[src/rtl/eight_bit_cpu_alu_with_flags_defines.svh]
// assertion macros used by the alu top file
`ifndef EIGHT_BIT_CPU_ALU_WITH_FLAGS_DEFINES_SVH
`define EIGHT_BIT_CPU_ALU_WITH_FLAGS_DEFINES_SVH

// same-cycle implication, checked out of reset
`define EALU_ASSERT_NOW(label, ante, cons, msg) \
    label: assert property (@(posedge aclk) disable iff (!aresetn) (ante) |-> (cons)) \
        else $error(msg);

// next-cycle implication, checked out of reset
`define EALU_ASSERT_NEXT(label, ante, cons, msg) \
    label: assert property (@(posedge aclk) disable iff (!aresetn) (ante) |=> (cons)) \
        else $error(msg);

`endif

[src/rtl/ealu_pkg.sv]
package ealu_pkg;

    // condition code bit positions
    localparam int unsigned FL_C = 0;
    localparam int unsigned FL_V = 1;
    localparam int unsigned FL_Z = 2;
    localparam int unsigned FL_N = 3;
    localparam int unsigned FL_H = 5;

    // stream widths
    localparam int unsigned S_DATA_W = 48;
    localparam int unsigned M_DATA_W = 24;

    // operation codes
    typedef enum logic [4:0] {
        OP_INC8   = 5'd0,
        OP_ADD8   = 5'd1,
        OP_ADC8   = 5'd2,
        OP_ADD16  = 5'd3,
        OP_SUB8   = 5'd4,
        OP_SBC8   = 5'd5,
        OP_DEC8   = 5'd6,
        OP_SUB16  = 5'd7,
        OP_OR     = 5'd8,
        OP_AND    = 5'd9,
        OP_ROL    = 5'd10,
        OP_ROR    = 5'd11,
        OP_ASR    = 5'd12,
        OP_LSL    = 5'd13,
        OP_LSR    = 5'd14,
        OP_MUL    = 5'd15,
        OP_MOV8   = 5'd16,
        OP_MOV16  = 5'd17,
        OP_TST8   = 5'd18,
        OP_NEG    = 5'd19,
        OP_CLR    = 5'd20,
        OP_COM    = 5'd21,
        OP_EOR    = 5'd22,
        OP_TSTZ16 = 5'd23,
        OP_SEX    = 5'd24,
        OP_DAA    = 5'd25
    } alu_op_t;

    // one operation request
    typedef struct packed {
        logic [7:0]  flags_in;
        logic [4:0]  opcode;
        logic [15:0] operand_b;
        logic [15:0] operand_a;
    } alu_in_t;

    // one operation outcome
    typedef struct packed {
        logic        bad_opcode;
        logic [7:0]  flags_out;
        logic [15:0] result;
    } alu_out_t;

endpackage

[src/rtl/eight_bit_cpu_alu_with_flags.sv]
// an accepted input beat goes through the input register, then the result register, to its result beat on m_
// throughput: one operation per cycle while m_tready is high, set by the input and result registers
// the input stage refills while a finished result waits in the result register
// reset: synchronous active-low aresetn clears both stage valid flags only
`include "eight_bit_cpu_alu_with_flags_defines.svh"

module eight_bit_cpu_alu_with_flags
    import ealu_pkg::*;
(
    input  logic                aclk,
    input  logic                aresetn,
    input  logic                s_tvalid,
    output logic                s_tready,
    // operand_a[15:0], operand_b[31:16], opcode[36:32], flags_in[44:37], zero pad
    input  logic [S_DATA_W-1:0] s_tdata,
    output logic                m_tvalid,
    input  logic                m_tready,
    // result[15:0], flags_out[23:16]
    output logic [M_DATA_W-1:0] m_tdata,
    // bad_opcode[0]
    output logic                m_tuser
);

    alu_in_t  in_reg;
    alu_in_t  in_next;
    logic     in_valid_reg;
    logic     in_valid_next;
    alu_out_t out_reg;
    alu_out_t out_next;
    logic     out_valid_reg;
    logic     out_valid_next;
    logic     s_beat;
    logic     out_load;

    // stage advance control
    assign out_load = in_valid_reg && (!out_valid_reg || m_tready);
    assign s_tready = !in_valid_reg || out_load;
    assign s_beat   = s_tvalid && s_tready;

    // unpack input beat
    assign in_next.operand_a = s_tdata[15:0];
    assign in_next.operand_b = s_tdata[31:16];
    assign in_next.opcode    = s_tdata[36:32];
    assign in_next.flags_in  = s_tdata[44:37];

    assign in_valid_next  = s_beat || (in_valid_reg && !out_load);
    assign out_valid_next = out_load || (out_valid_reg && !m_tready);

    // operation logic between the two registers
    ealu_exec u_exec (
        .op_i  (in_reg),
        .res_o (out_next)
    );

    // valid flags
    always_ff @(posedge aclk) begin
        if (!aresetn) begin
            in_valid_reg  <= 1'b0;
            out_valid_reg <= 1'b0;
        end else begin
            in_valid_reg  <= in_valid_next;
            out_valid_reg <= out_valid_next;
        end
    end

    // payload registers
    always_ff @(posedge aclk) begin
        if (s_beat) begin
            in_reg <= in_next;
        end
        if (out_load) begin
            out_reg <= out_next;
        end
    end

    // result beat
    assign m_tvalid = out_valid_reg;
    assign m_tdata  = {out_reg.flags_out, out_reg.result};
    assign m_tuser  = out_reg.bad_opcode;

    // checks
    `EALU_ASSERT_NEXT(a_in_taken, s_beat, in_valid_reg, "accepted beat did not enter input stage")
    `EALU_ASSERT_NEXT(a_out_loaded, out_load, m_tvalid, "loaded result did not show on m_ side")
    `EALU_ASSERT_NOW(a_bad_zero, m_tvalid && m_tuser, m_tdata[15:0] == 16'd0, "bad opcode with nonzero result")
    `EALU_ASSERT_NEXT(a_bad_flags, out_load && (in_reg.opcode > OP_DAA), m_tuser && (m_tdata[23:16] == $past(in_reg.flags_in)), "bad opcode changed flags")
    `EALU_ASSERT_NEXT(a_in_hold, in_valid_reg && !out_load, $stable(in_reg), "input stage changed while stalled")

endmodule

[src/rtl/ealu_exec.sv]
module ealu_exec
    import ealu_pkg::*;
(
    input  alu_in_t  op_i,
    output alu_out_t res_o
);

    alu_op_t     op;
    logic [15:0] a16;
    logic [15:0] b16;
    logic [7:0]  a8;
    logic [7:0]  b8;
    logic        cin;
    logic [7:0]  add8;
    logic [7:0]  sub8;
    logic [15:0] add16;
    logic [15:0] sub16;
    logic [15:0] prod;
    logic [8:0]  daa_lo;
    logic [8:0]  daa_hi;
    logic [15:0] r;
    logic [7:0]  cc;
    logic        bad;

    // carry out of an add at the top bit
    function automatic logic add_c(input logic x, input logic y, input logic s);
        return (x & y) | (x & ~s) | (y & ~s);
    endfunction

    function automatic logic add_v(input logic x, input logic y, input logic s);
        return (x & y & ~s) | (~x & ~y & s);
    endfunction

    // borrow out of a subtract at the top bit
    function automatic logic sub_c(input logic x, input logic y, input logic s);
        return (~x & y) | (~x & s) | (y & s);
    endfunction

    function automatic logic sub_v(input logic x, input logic y, input logic s);
        return (~x & y & s) | (x & ~y & ~s);
    endfunction

    // operand views and shared adders
    assign op    = alu_op_t'(op_i.opcode);
    assign a16   = op_i.operand_a;
    assign b16   = op_i.operand_b;
    assign a8    = a16[7:0];
    assign b8    = b16[7:0];
    assign cin   = op_i.flags_in[FL_C];
    assign add8  = a8 + b8 + ((op == OP_ADC8) ? {7'd0, cin} : 8'd0);
    assign sub8  = a8 - b8 - ((op == OP_SBC8) ? {7'd0, cin} : 8'd0);
    assign add16 = a16 + b16;
    assign sub16 = a16 - b16;
    assign prod  = a8 * b8;

    // decimal adjust in two correction steps
    assign daa_lo = ((a8[3:0] > 4'd9) || op_i.flags_in[FL_H]) ?
                    ({1'b0, a8} + 9'h006) : {1'b0, a8};
    assign daa_hi = ((daa_lo[8:4] > 5'd9) || cin) ? (daa_lo + 9'h060) : daa_lo;

    // result and flag update per operation
    always_comb begin
        r   = 16'd0;
        cc  = op_i.flags_in;
        bad = 1'b0;
        unique case (op) inside
            OP_INC8: begin
                r[7:0]   = a8 + 8'd1;
                cc[FL_Z] = (r[7:0] == 8'd0);
                cc[FL_N] = r[7];
                cc[FL_V] = (a8 == 8'h7f);
            end
            OP_ADD8, OP_ADC8: begin
                r[7:0]   = add8;
                cc[FL_Z] = (add8 == 8'd0);
                cc[FL_N] = add8[7];
                cc[FL_V] = add_v(a8[7], b8[7], add8[7]);
                cc[FL_C] = add_c(a8[7], b8[7], add8[7]);
                cc[FL_H] = add_c(a8[3], b8[3], add8[3]);
            end
            OP_ADD16: begin
                r        = add16;
                cc[FL_Z] = (add16 == 16'd0);
                cc[FL_N] = add16[15];
                cc[FL_V] = add_v(a16[15], b16[15], add16[15]);
                cc[FL_C] = add_c(a16[15], b16[15], add16[15]);
            end
            OP_SUB8, OP_SBC8: begin
                r[7:0]   = sub8;
                cc[FL_Z] = (sub8 == 8'd0);
                cc[FL_N] = sub8[7];
                cc[FL_V] = sub_v(a8[7], b8[7], sub8[7]);
                cc[FL_C] = sub_c(a8[7], b8[7], sub8[7]);
            end
            OP_DEC8: begin
                r[7:0]   = a8 - 8'd1;
                cc[FL_Z] = (r[7:0] == 8'd0);
                cc[FL_N] = r[7];
                cc[FL_V] = (a8 == 8'h80);
            end
            OP_SUB16: begin
                r        = sub16;
                cc[FL_Z] = (sub16 == 16'd0);
                cc[FL_N] = sub16[15];
                cc[FL_V] = sub_v(a16[15], b16[15], sub16[15]);
                cc[FL_C] = sub_c(a16[15], b16[15], sub16[15]);
            end
            OP_OR, OP_AND, OP_EOR, OP_MOV8, OP_TST8: begin
                if (op == OP_OR) begin
                    r[7:0] = a8 | b8;
                end else if (op == OP_AND) begin
                    r[7:0] = a8 & b8;
                end else if (op == OP_EOR) begin
                    r[7:0] = a8 ^ b8;
                end else begin
                    r[7:0] = a8;
                end
                cc[FL_Z] = (r[7:0] == 8'd0);
                cc[FL_N] = r[7];
                cc[FL_V] = 1'b0;
            end
            OP_ROL, OP_LSL: begin
                r[7:0]   = {a8[6:0], (op == OP_ROL) ? cin : 1'b0};
                cc[FL_C] = a8[7];
                cc[FL_Z] = (r[7:0] == 8'd0);
                cc[FL_N] = r[7];
                cc[FL_V] = a8[7] ^ r[7];
            end
            OP_ROR, OP_ASR: begin
                r[7:0]   = {(op == OP_ROR) ? cin : a8[7], a8[7:1]};
                cc[FL_C] = a8[0];
                cc[FL_Z] = (r[7:0] == 8'd0);
                cc[FL_N] = r[7];
            end
            OP_LSR: begin
                r[7:0]   = {1'b0, a8[7:1]};
                cc[FL_C] = a8[0];
                cc[FL_Z] = (r[7:0] == 8'd0);
                cc[FL_N] = 1'b0;
            end
            OP_MUL: begin
                r        = prod;
                cc[FL_Z] = (prod == 16'd0);
                cc[FL_C] = prod[7];
            end
            OP_MOV16: begin
                r        = a16;
                cc[FL_Z] = (a16 == 16'd0);
                cc[FL_N] = a16[15];
                cc[FL_V] = 1'b0;
            end
            OP_NEG: begin
                r[7:0]   = 8'd0 - a8;
                cc[FL_Z] = (r[7:0] == 8'd0);
                cc[FL_N] = r[7];
                cc[FL_C] = (a8 != 8'd0);
                cc[FL_V] = (a8 == 8'h80);
            end
            OP_CLR: begin
                cc[FL_Z] = 1'b1;
                cc[FL_V] = 1'b0;
                cc[FL_N] = 1'b0;
                cc[FL_C] = 1'b0;
            end
            OP_COM: begin
                r[7:0]   = ~a8;
                cc[FL_Z] = (r[7:0] == 8'd0);
                cc[FL_N] = r[7];
                cc[FL_V] = 1'b0;
                cc[FL_C] = 1'b1;
            end
            OP_TSTZ16: begin
                r        = a16;
                cc[FL_Z] = (a16 == 16'd0);
            end
            OP_SEX: begin
                r[7:0]   = {8{a8[7]}};
                cc[FL_Z] = ~a8[7];
                cc[FL_N] = a8[7];
            end
            OP_DAA: begin
                r[7:0]   = daa_hi[7:0];
                if (daa_hi[8]) begin
                    cc[FL_C] = 1'b1;
                end
                cc[FL_Z] = (daa_hi[7:0] == 8'd0);
                cc[FL_N] = daa_hi[7];
                cc[FL_V] = 1'b0;
            end
            default: begin
                bad = 1'b1;
            end
        endcase
    end

    assign res_o.result     = r;
    assign res_o.flags_out  = cc;
    assign res_o.bad_opcode = bad;

endmodule

[config.mk]
export PLATFORM = sky130hd
export DESIGN_NAME = eight_bit_cpu_alu_with_flags
export DESIGN_NICKNAME = d
export VERILOG_FILES = /design/src/rtl/ealu_pkg.sv /design/src/rtl/eight_bit_cpu_alu_with_flags.sv /design/src/rtl/ealu_exec.sv
export VERILOG_INCLUDE_DIRS = /design/src /design/src/rtl
export SDC_FILE = /design/constraint.sdc
export NUM_CORES = 1
export LEC_CHECK = 0
export BUFFER_PORTS_ARGS = -buffer_cell sky130_fd_sc_hd__buf_2
export CAP_MARGIN = 15
export CORE_MARGIN = 8
export CORE_UTILIZATION = 40
export CTS_CLUSTER_DIAMETER = 30
export DETAILED_ROUTE_END_ITERATION = 8
export PLACE_DENSITY = 0.56
export SLEW_MARGIN = 20
export SYNTH_ARGS = -nofsm -noshare
export SYNTH_HDL_FRONTEND = slang
export SYNTH_SLANG_ARGS = --single-unit
[constraint.sdc]
create_clock -name aclk -period 15.7 [get_ports aclk]
set_input_delay 0.785 -clock aclk [delete_from_list [all_inputs] [get_ports aclk]]
set_output_delay 0.785 -clock aclk [all_outputs]
set_load 0.02 [all_outputs]
==> flow_summary_export.csv <==
group,metric,value,unit
cts,cts_made_buffers,9,
die,dieArea,28400,sq um
placement,gp_congestion,0.938,
cts,clockRootBuffer,"clkbuf_16",
cts,cts-resized-gates,0,
route,drc,0,
cts,cts_tree,"built",
cts,numClockSinks,72,
global_route,overflow,0,
route,wl_per_cell,22.2,um
yosys,syn_area,9300,sq um
run_status,status,"complete, no violations",
placement,hpwl,23900,um
route,totalWireLength,31300,um
cells_and_area,final_common_cell,"nor2_1",
cts,clk_latency,0.36,ns
global_route,antenna_found_initial,0,
cts,cts_max_path_buffers,2,
worst_setup_path,arrival,6.63,ns
die,dieWidth,168,um
route,via_count,8479,
die,rows,55,
global_route,grt_pass1_wl,48800,um
worst_setup_path,cp-start-kind,"flop",
route,drt-initial-drc-count,808,
timing,fin_skew,0.0106,ns
cells_and_area,mostFrequentLayoutCells,"122 x nor2_1, 103 x ha_1, 87 x inv_1",
global_route,grt_max_degree,46,
cts,ctsHoldBuffers,0,
timing,fin_setup_tns,0,ns
worst_setup_path,cp_slowest_stage_delay,0.74,ns
placement,numPortBuffers,75,
timing,fmax,0.153,GHz
route,drt_first_pass_iters,5,
yosys,synth_edf_count,70,
timing,drv_slew,0,
timing,slew_headroom,31.7,%
yosys,syn_nets,1275,
worst_setup_path,regToRegSetupSlack,9.16,ns
cts,h-tree-depth,3,
timing,whs,0.420,ns
die,start_util,40.9,%
worst_setup_path,endpoint_kind,"flop",
worst_setup_path,cp_max_fo,16,
route,ant_nets,0,
timing,period_share,41.6,%
worst_setup_path,cpLargestDelayFamily,"adder cells",
cts,postCtsSetupBuffers,0,
pwr,power_density,89.0,nW/um^2
die,fp.dieH,168,um
cells_and_area,largest_reg_flops,45,
worst_setup_path,cp.required,15.79,ns
timing,fin_crit,6.54,ns
cells_and_area,final_layout_size_suffix_gt1_share,11.4,%
timing,setup_viol,0,
yosys,yosysUniqueCellTypes,84,
route,vias_per_cell,6.00,
global_route,track_usage,22.1,%
job,maxCapViolations,0,
yosys,seq_area_frac_synth,23.0,%
worst_setup_path,crit_buf_inv,3,
timing,finalHoldViolCount,0,
die,core,22700,sq um
yosys,synth_warnings,0,
die,io_pins,79,
cts,path_clk_slew,0.07,ns
cells_and_area,fin_nets,1323,
pwr,worst_ir_drop_vdd,0.0588,mV
yosys,syn_area_per_cell,8.66,sq um
pwr,leakagePower,4.29,nW
global_route,grt_pass1_vias,8371,
worst_setup_path,critPathSlowestCell,"edfxtp_1",
worst_setup_path,critPathMostFrequentCell,"fa_1",
cells_and_area,syn2layout_area_growth,10.1,%
cells_and_area,num_antenna_cells,0,
cells_and_area,fin_cells,1412,
yosys,syn_inst,1074,
yosys,async_flop_share,0,%
worst_setup_path,crit_type,"flop to flop",
timing,worst_pin_slew,1.02,ns
timing,rsz0062_at_grt,"no",
placement,placedCellCount,1396,
yosys,synth-seq-cells,72,
cells_and_area,fillers,2262,
worst_hold_path,hold_class,"flop to flop",
worst_setup_path,path_cells,"inv_1 > nor2_1 > fa_1 > fa_1 > inv_1 > fa_1 > fa_1 > inv_1 > ha_1 > and3_1 > a221oi_1 > a21oi_1 > o21ai_0 > a21oi_1 > xor2_1 > and4b_1 > a221oi_2 > nand2_1",
yosys,ys.flop_type,"edfxtp_1",
through the flow:
step	power, mW	setup slack, ns	cell area (sq um)	util, %
2_1_floorplan	0.547	10.40	9300	-
3_3_place_gp	0.685	9.23	9930	43.7
3_5_place_dp	0.687	9.19	9930	43.7
4_1_cts	0.914	9.16	10200	45.1
5_1_grt	0.962	8.91	10200	45.1
6_report	0.911	9.16	10200	45.1
cells in the mapped netlist (6+ instances only):
cell type,count,share of area [%]
a2111oi_0,8,0.75
a211oi_1,12,0.97
a21o_1,8,0.65
a21oi_1,59,3.2
a221oi_1,20,1.9
a22oi_1,6,0.48
a31oi_1,7,0.47
and3_1,6,0.40
buf_1,6,0.24
clkbuf_1,40,1.6
edfxtp_1,70,23
fa_1,46,9.9
ha_1,103,14
inv_1,87,3.5
mux2i_1,17,1.8
nand2_1,77,3.1
nand2b_1,19,1.3
nand3_1,18,0.97
nand4_1,16,1.1
nor2_1,122,4.9
nor2b_1,20,1.3
nor3_1,29,1.6
nor3b_1,7,0.57
nor4_1,11,0.74
o211ai_1,15,1.2
o21a_1,6,0.48
o21ai_0,45,2.4
o21bai_1,6,0.48
o221ai_1,6,0.57
o22ai_1,10,0.67
xnor2_1,36,3.4
xor2_1,23,2.2
worst paths after layout:
check / to / startpoint / cells after the start
min reg2reg: m_tdata[22]$_DFFE_PP_ / in_reg[43]$_DFFE_PP_ / 0
min: m_tdata[22]$_DFFE_PP_ / in_reg[43]$_DFFE_PP_ / 0
max: m_tdata[18]$_DFFE_PP_ / in_reg[2]$_DFFE_PP_ / 18
max reg2reg: m_tdata[18]$_DFFE_PP_ / in_reg[2]$_DFFE_PP_ / 18
cells by family after synthesis:
family / after synthesis / share of synthesized area [%]
compound gates: 260 / 19.7
xor+xnor: 59 / 5.56
fa+ha+maj: 150 / 23.9
buf+inv: 144 / 5.88
flops: 72 / 23.0
mux: 25 / 2.80
simple gates: 364 / 19.2
report_power, final:
part	total (mW)	internal [mW]	switching [mW]
sequential	0.237	0.226	0.0113
clock	0.222	0.128	0.0942
combinational	0.451	0.161	0.291
metal layers:
layer	track usage, %	vias up	part of all wire (%)
li1	-	3982	-
met1	29.5	4071	44
met2	35.3	360	46
met3	3.09	66	6.8
met4	9.32	0	3.7
met5	0	-	0
area by class of cell:
class	instances	area (sq um)	share of cell area, %
multi-input cells	858	6610	64.6
flip-flops and latches	72	2140	20.9
well taps	285	357	3.48
inverters	93	349	3.41
clock inverters	6	65.1	0.636
clock buffers	10	239	2.33
repair buffers	88	473	4.62
Power figures use the tool's default switching activity.
